==> src/hdl/hvn_pkg.sv <==
// ----------------------------------------------------------------------------
// Heightfield vertex normals: shared package
// Types, widths and codes used by the vertex normal generator and its
// normalization unit.
// ----------------------------------------------------------------------------
package hvn_pkg;

    localparam int COL_W   = 6;
    localparam int HGT_W   = 16;
    localparam int SIZE_W  = 16;
    localparam int POS_W   = 21;
    localparam int NRM_W   = 16;
    localparam int ACC_W   = 21;
    localparam int MAG_W   = ACC_W;
    localparam int SUM_W   = 2 * MAG_W + 2;
    localparam int ROOT_W  = SUM_W / 2;
    localparam int FRAC    = 15;
    localparam int NUM_W   = MAG_W + FRAC + 1;
    localparam int DIV_W   = ROOT_W + 1;
    localparam int REM_W   = DIV_W + 1;
    localparam int CNT_W   = 5;
    localparam int IN_W    = 16;
    localparam int OUT_W   = 120;
    localparam int CFG_W   = 16;
    localparam logic [POS_W-1:0] POS_MAX = '1;
    localparam logic [FRAC-1:0]  Q_MAX   = 15'd16384;

    typedef enum logic {
        REG_GRID_CELLS = 1'b0,
        REG_CELL_SIZE  = 1'b1
    } cfg_reg_t;

    typedef struct packed {
        logic signed [ACC_W-1:0] z;
        logic signed [ACC_W-1:0] y;
        logic signed [ACC_W-1:0] x;
    } acc_t;

    typedef enum logic [3:0] {
        ST_IDLE,
        ST_RDH0,
        ST_RDH1,
        ST_FACE,
        ST_ACC_RD,
        ST_ACC_WR,
        ST_ACC_SET,
        ST_CLR,
        ST_EM_RD,
        ST_EM_LD,
        ST_EM_WAIT,
        ST_EM_PUT,
        ST_HW0,
        ST_HW1
    } top_state_t;

    typedef enum logic [2:0] {
        N_IDLE,
        N_SQ,
        N_ROOT,
        N_DINIT,
        N_DIV,
        N_DONE
    } norm_state_t;

endpackage

==> src/hdl/hvn_norm.sv <==
// ----------------------------------------------------------------------------
// Heightfield vertex normals: normalization unit
// Scales an accumulated normal to unit length in Q1.14 with one shared
// squarer, a two-bit-per-cycle square root and a restoring divider.
// ----------------------------------------------------------------------------
module hvn_norm (
    input  logic                              aclk,
    input  logic                              aresetn,
    input  logic                              start,
    input  hvn_pkg::acc_t                     vec,
    output logic                              done,
    output logic signed [hvn_pkg::NRM_W-1:0]  nx,
    output logic signed [hvn_pkg::NRM_W-1:0]  ny,
    output logic signed [hvn_pkg::NRM_W-1:0]  nz
);

    hvn_pkg::norm_state_t state_reg, state_next;

    hvn_pkg::acc_t                    vec_reg;
    logic [1:0]                       k_reg;
    logic [hvn_pkg::CNT_W-1:0]        cnt_reg;
    logic [hvn_pkg::SUM_W-1:0]        sum_reg;
    logic [hvn_pkg::SUM_W-1:0]        rad_reg;
    logic [hvn_pkg::ROOT_W+1:0]       rrem_reg;
    logic [hvn_pkg::ROOT_W-1:0]       root_reg;
    logic [hvn_pkg::ROOT_W-1:0]       len_reg;
    logic [hvn_pkg::REM_W-1:0]        drem_reg;
    logic [hvn_pkg::FRAC-1:0]         nlow_reg;
    logic [hvn_pkg::FRAC-1:0]         q_reg;
    logic signed [hvn_pkg::NRM_W-1:0] nx_reg, ny_reg, nz_reg;

    logic signed [hvn_pkg::ACC_W-1:0] comp;
    logic [hvn_pkg::MAG_W-1:0]        mag;
    logic [2*hvn_pkg::MAG_W-1:0]      sq;
    logic [hvn_pkg::ROOT_W+1:0]       rt;
    logic [hvn_pkg::ROOT_W+1:0]       rtrial;
    logic                             rge;
    logic [hvn_pkg::NUM_W-1:0]        num;
    logic [hvn_pkg::DIV_W-1:0]        dvs;
    logic [hvn_pkg::REM_W-1:0]        dt;
    logic                             dge;
    logic [hvn_pkg::FRAC-1:0]         qn;
    logic [hvn_pkg::FRAC-1:0]         qc;
    logic signed [hvn_pkg::NRM_W-1:0] res;

    always_comb begin
        case (k_reg)
            2'd0:    comp = vec_reg.x;
            2'd1:    comp = vec_reg.y;
            default: comp = vec_reg.z;
        endcase
        mag    = comp[hvn_pkg::ACC_W-1] ? hvn_pkg::MAG_W'(-comp) : hvn_pkg::MAG_W'(comp);
        sq     = mag * mag;
        rt     = {rrem_reg[hvn_pkg::ROOT_W-1:0], rad_reg[hvn_pkg::SUM_W-1 -: 2]};
        rtrial = {root_reg, 2'b01};
        rge    = (rt >= rtrial);
        num    = hvn_pkg::NUM_W'({mag, {hvn_pkg::FRAC{1'b0}}})
               + hvn_pkg::NUM_W'(len_reg);
        dvs    = {len_reg, 1'b0};
        dt     = {drem_reg[hvn_pkg::REM_W-2:0], nlow_reg[hvn_pkg::FRAC-1]};
        dge    = (dt >= hvn_pkg::REM_W'(dvs));
        qn     = {q_reg[hvn_pkg::FRAC-2:0], dge};
        qc     = (qn > hvn_pkg::Q_MAX) ? hvn_pkg::Q_MAX : qn;
        res    = comp[hvn_pkg::ACC_W-1] ? -hvn_pkg::NRM_W'(qc) : hvn_pkg::NRM_W'(qc);
    end

    always_comb begin
        state_next = state_reg;
        unique case (state_reg)
            hvn_pkg::N_IDLE:  if (start) state_next = hvn_pkg::N_SQ;
            hvn_pkg::N_SQ:    if (k_reg == 2'd2) state_next = hvn_pkg::N_ROOT;
            hvn_pkg::N_ROOT:  if (cnt_reg == hvn_pkg::CNT_W'(hvn_pkg::ROOT_W - 1)) begin
                state_next = hvn_pkg::N_DINIT;
            end
            hvn_pkg::N_DINIT: state_next = hvn_pkg::N_DIV;
            hvn_pkg::N_DIV:   if (cnt_reg == hvn_pkg::CNT_W'(hvn_pkg::FRAC - 1)) begin
                state_next = (k_reg == 2'd2) ? hvn_pkg::N_DONE : hvn_pkg::N_DINIT;
            end
            hvn_pkg::N_DONE:  state_next = hvn_pkg::N_IDLE;
            default:          state_next = hvn_pkg::N_IDLE;
        endcase
    end

    always_comb begin
        done = (state_reg == hvn_pkg::N_DONE);
    end

    assign nx = nx_reg;
    assign ny = ny_reg;
    assign nz = nz_reg;

    always_ff @(posedge aclk) begin
        if (!aresetn) begin
            state_reg <= hvn_pkg::N_IDLE;
        end else begin
            state_reg <= state_next;
        end
    end

    always_ff @(posedge aclk) begin
        case (state_reg)
            hvn_pkg::N_IDLE: begin
                vec_reg <= vec;
                k_reg   <= 2'd0;
                sum_reg <= '0;
            end
            hvn_pkg::N_SQ: begin
                sum_reg <= sum_reg + hvn_pkg::SUM_W'(sq);
                if (k_reg == 2'd2) begin
                    rad_reg  <= sum_reg + hvn_pkg::SUM_W'(sq);
                    rrem_reg <= '0;
                    root_reg <= '0;
                    cnt_reg  <= '0;
                    k_reg    <= 2'd0;
                end else begin
                    k_reg <= k_reg + 2'd1;
                end
            end
            hvn_pkg::N_ROOT: begin
                rad_reg <= rad_reg << 2;
                cnt_reg <= cnt_reg + 1'b1;
                if (rge) begin
                    rrem_reg <= rt - rtrial;
                    root_reg <= {root_reg[hvn_pkg::ROOT_W-2:0], 1'b1};
                end else begin
                    rrem_reg <= rt;
                    root_reg <= {root_reg[hvn_pkg::ROOT_W-2:0], 1'b0};
                end
                if (cnt_reg == hvn_pkg::CNT_W'(hvn_pkg::ROOT_W - 1)) begin
                    if (rge) begin
                        len_reg <= {root_reg[hvn_pkg::ROOT_W-2:0], 1'b1};
                    end else if (root_reg == '0) begin
                        len_reg <= hvn_pkg::ROOT_W'(1);
                    end else begin
                        len_reg <= {root_reg[hvn_pkg::ROOT_W-2:0], 1'b0};
                    end
                end
            end
            hvn_pkg::N_DINIT: begin
                drem_reg <= hvn_pkg::REM_W'(num[hvn_pkg::NUM_W-1:hvn_pkg::FRAC]);
                nlow_reg <= num[hvn_pkg::FRAC-1:0];
                q_reg    <= '0;
                cnt_reg  <= '0;
            end
            hvn_pkg::N_DIV: begin
                drem_reg <= dge ? (dt - hvn_pkg::REM_W'(dvs)) : dt;
                nlow_reg <= nlow_reg << 1;
                q_reg    <= qn;
                cnt_reg  <= cnt_reg + 1'b1;
                if (cnt_reg == hvn_pkg::CNT_W'(hvn_pkg::FRAC - 1)) begin
                    case (k_reg)
                        2'd0:    nx_reg <= res;
                        2'd1:    ny_reg <= res;
                        default: nz_reg <= res;
                    endcase
                    k_reg <= k_reg + 2'd1;
                end
            end
            default: begin
            end
        endcase
    end

endmodule

==> config.mk <==
export PLATFORM = sky130hd
export DESIGN_NAME = hvn_norm
export DESIGN_NICKNAME = d
export VERILOG_FILES = /design/src/hdl/hvn_pkg.sv /design/src/hdl/hvn_norm.sv
export SDC_FILE = /design/constraint.sdc
export NUM_CORES = 1
export LEC_CHECK = 0
export BUFFER_PORTS_ARGS = -buffer_cell sky130_fd_sc_hd__clkbuf_2
export CAP_MARGIN = 15
export CORE_UTILIZATION = 40
export CTS_CLUSTER_SIZE = 20
export DETAILED_ROUTE_END_ITERATION = 12
export PLACE_DENSITY = 0.65
export SKIP_LAST_GASP = 1
export SYNTH_ARGS = -nofsm -noshare
export SYNTH_HDL_FRONTEND = slang
export SYNTH_SLANG_ARGS = --single-unit
==> constraint.sdc <==
create_clock -name aclk -period 11.9 [get_ports aclk]
set_input_delay 1.785 -clock aclk [delete_from_list [all_inputs] [get_ports aclk]]
set_output_delay 1.785 -clock aclk [all_outputs]
set_load 0.005 [all_outputs]
==> run metrics <==
final hold vios=0; max_slew headroom=29.2%; synthesized-area fraction occupied by adder cells=32.8%; DP Worst Slack=between 0.7 and 0.8 ns; CP Data Required Time=about 12 ns; all-layer global routing usage=approximately a fifth; Post-DP HPWL=just under 60 mm; initial drt markers=~1500; CP max FO=20; period utilisation layout=around 90%; CTS tree=yes; die width=around 280 um; Hold Path Class=reg -> reg; Slew Viols, Final=0; Crit-path slowest cell=fa_1; post-CTS setup buffer count=0; remaining global-route overflow=0; final setup margin=1.02 ns; RePlAce Congestion=about 0.97; routed wire length=between 70 and 80 mm; Worst setup SP type=register; sequential-to-total area share from yosys stat=about 33%; Final ANT Viol Nets=0; clock root cell=clkbuf_16; CTS resizes=0; Main synth FF type=edfxtp_1; WL/cell=18.6 um; Rows=100; clk sink count=approximately 330; Port Buffers=114; Setup TNS=0 ns; global-route wire length before repair=122 mm; setup violators final=0; Yosys warning count=0; Worst Reg-to-Reg Cells=33; largest net degree at the start of global routing=81; CP Data Arrival Time=between 10 and 15 ns; max reg flops=63; Inserted Clock Buffers=38; Cell Area, Synth=roughly 30000 sq um; Crit path max-delay family=adder cells; FFs w/ async S/R, synth=0%; Clock transition at path regs=~0.07 ns; initial antenna violation count=0; layout cells sized above 1=between 8 and 9%; Synth Area per Inst=~10 sq um; Synth Area in Simple Gates=about 11%; Worst Max-Slew Pin Slew=1.06 ns; Worst Path Buf+Inv=8; Post-route DRC=0; Max H-tree Level=2; Layout fillers=approximately 7100; Final nets=between 3000 and 4000; Initial Utilization=between 40% and 50%; main combinational cell family by area after synthesis=adder cells; Hold Crit Depth=0; Crit Path Class=reg -> reg; number of max-cap violations=0; die height=roughly 280 um; Fmax=about 90 MHz; Clock Latency Late Sink=~0.58 ns; post-DR vias/cell=~5.2; crit path capture type=register; Layout area overhead=10.3%; outcome=finished clean; vias in the first global route=21745; total iterations of the first detailed-routing run=6; Final Critical Period=10.88 ns; core region area=74300 sq um; CP max stage delay=0.65 ns; Post-Synth XOR/XNOR Area=under 10%; Mapped Cells=slightly below 3000; clock buffer depth=3; Cell variety after synth=81; Final Skew=around 0.022 ns; number of flops mapped to enable cells by yosys=~320; Synth Area in Compound Gates=around 10%; Hold Buf Count CTS=0; mux share of post-synthesis cell area=less than 1%; RSZ-0062 raised after global routing=false; Antenna diodes=0; flops & latches, synth=around 330; routed vias=approximately 21000; I/O pin count=115; die footprint=~76000 sq um; WP depth=33
## stage by stage
stage	std cells	utilization, %	area [sq um]	hold WS [ns]
2_1_floorplan	2961	-	30100	0.484
3_3_place_gp	3978	42.8	31800	0.432
3_5_place_dp	3978	42.8	31800	0.432
4_1_cts	4048	44.5	33100	0.438
5_1_grt	4049	44.5	33100	0.457
6_report	4049	44.5	33100	0.434
## final cells by class
cell class	instances	area, sq um	share of cell area, %
inverter	595	2230	6.75
sequential	327	9790	29.6
clock inverter	27	320	0.968
clock buffer	43	970	2.93
timing repair buffer	157	897	2.71
multi-input combinational	1931	17700	53.4
tap	969	1210	3.67
## kinds of logic (layout without fill, tap and decap cells)
logic type,after synthesis,in the layout
and+or+nand+nor,728,728
buffers and inverters,703,822
adders and majority gates,571,571
AOI/OAI and AO/OA,479,479
DFF,327,327
xor gates and xnor gates,117,117
muxes,20,20
other,2,16
## cell usage after synthesis (all sizes together), types with 8 or more instances
master,instances,share of area (%)
o22ai,8,0.17
mux2i,18,0.60
buf,15,0.31
and2,23,0.48
nor2b,12,0.25
o21ai,130,2.2
a21oi,135,2.5
a22o,23,0.67
clkbuf,93,1.2
a21boi,11,0.28
nor4,16,0.45
xnor2,79,2.3
xor2,38,1.2
a31oi,18,0.38
o21a,12,0.30
a21o,44,1.1
nand2b,10,0.21
o21bai,13,0.33
nor3,32,0.57
and3,16,0.33
nand2,255,3.2
or3,15,0.31
nand3,48,0.80
nor2,248,3.1
o31ai,9,0.23
nand4,17,0.45
inv,590,7.4
edfxtp,324,32
o211ai,13,0.33
fa,358,24
a211oi,17,0.43
ha,213,8.9
## cells in the final DEF, fill, tap and decap left out, drive strengths merged, types with 21 or more instances in the layout
master,n
a21o,44
a21oi,135
a22o,23
and2,23
buf,43
clkbuf,157
clkinv,21
edfxtp,324
fa,358
ha,213
inv,594
nand2,255
nand3,48
nor2,248
nor3,32
o21ai,130
xnor2,79
xor2,38
## per-layer routing
layer | share of wire, % | up-vias | track usage (%) | wire (um)
li1 | - | 9837 | - | -
met1 | 44 | 10293 | 28.9 | 33400
met3 | 7.6 | 139 | 3.41 | 5730
met5 | 0 | - | 0 | 0
met2 | 45 | 734 | 32.4 | 33900
met4 | 3.2 | 0 | 6.17 | 2410
## worst paths after layout
path / end / startpoint / slack [ns]
max: rad_reg[36]$_DFFE_PP_ / k_reg[1]$_DFFE_PP_ / 1.02
min reg2reg: len_reg[20]$_DFFE_PP_ / root_reg[19]$_SDFFCE_PN0P_ / 0.43
max reg2reg: rad_reg[36]$_DFFE_PP_ / k_reg[1]$_DFFE_PP_ / 1.02
min: len_reg[20]$_DFFE_PP_ / root_reg[19]$_SDFFCE_PN0P_ / 0.43
Power is left out: the tool's default activity adds up to more than one toggle a clock period on the data nets, which glitch-free logic cannot reach.
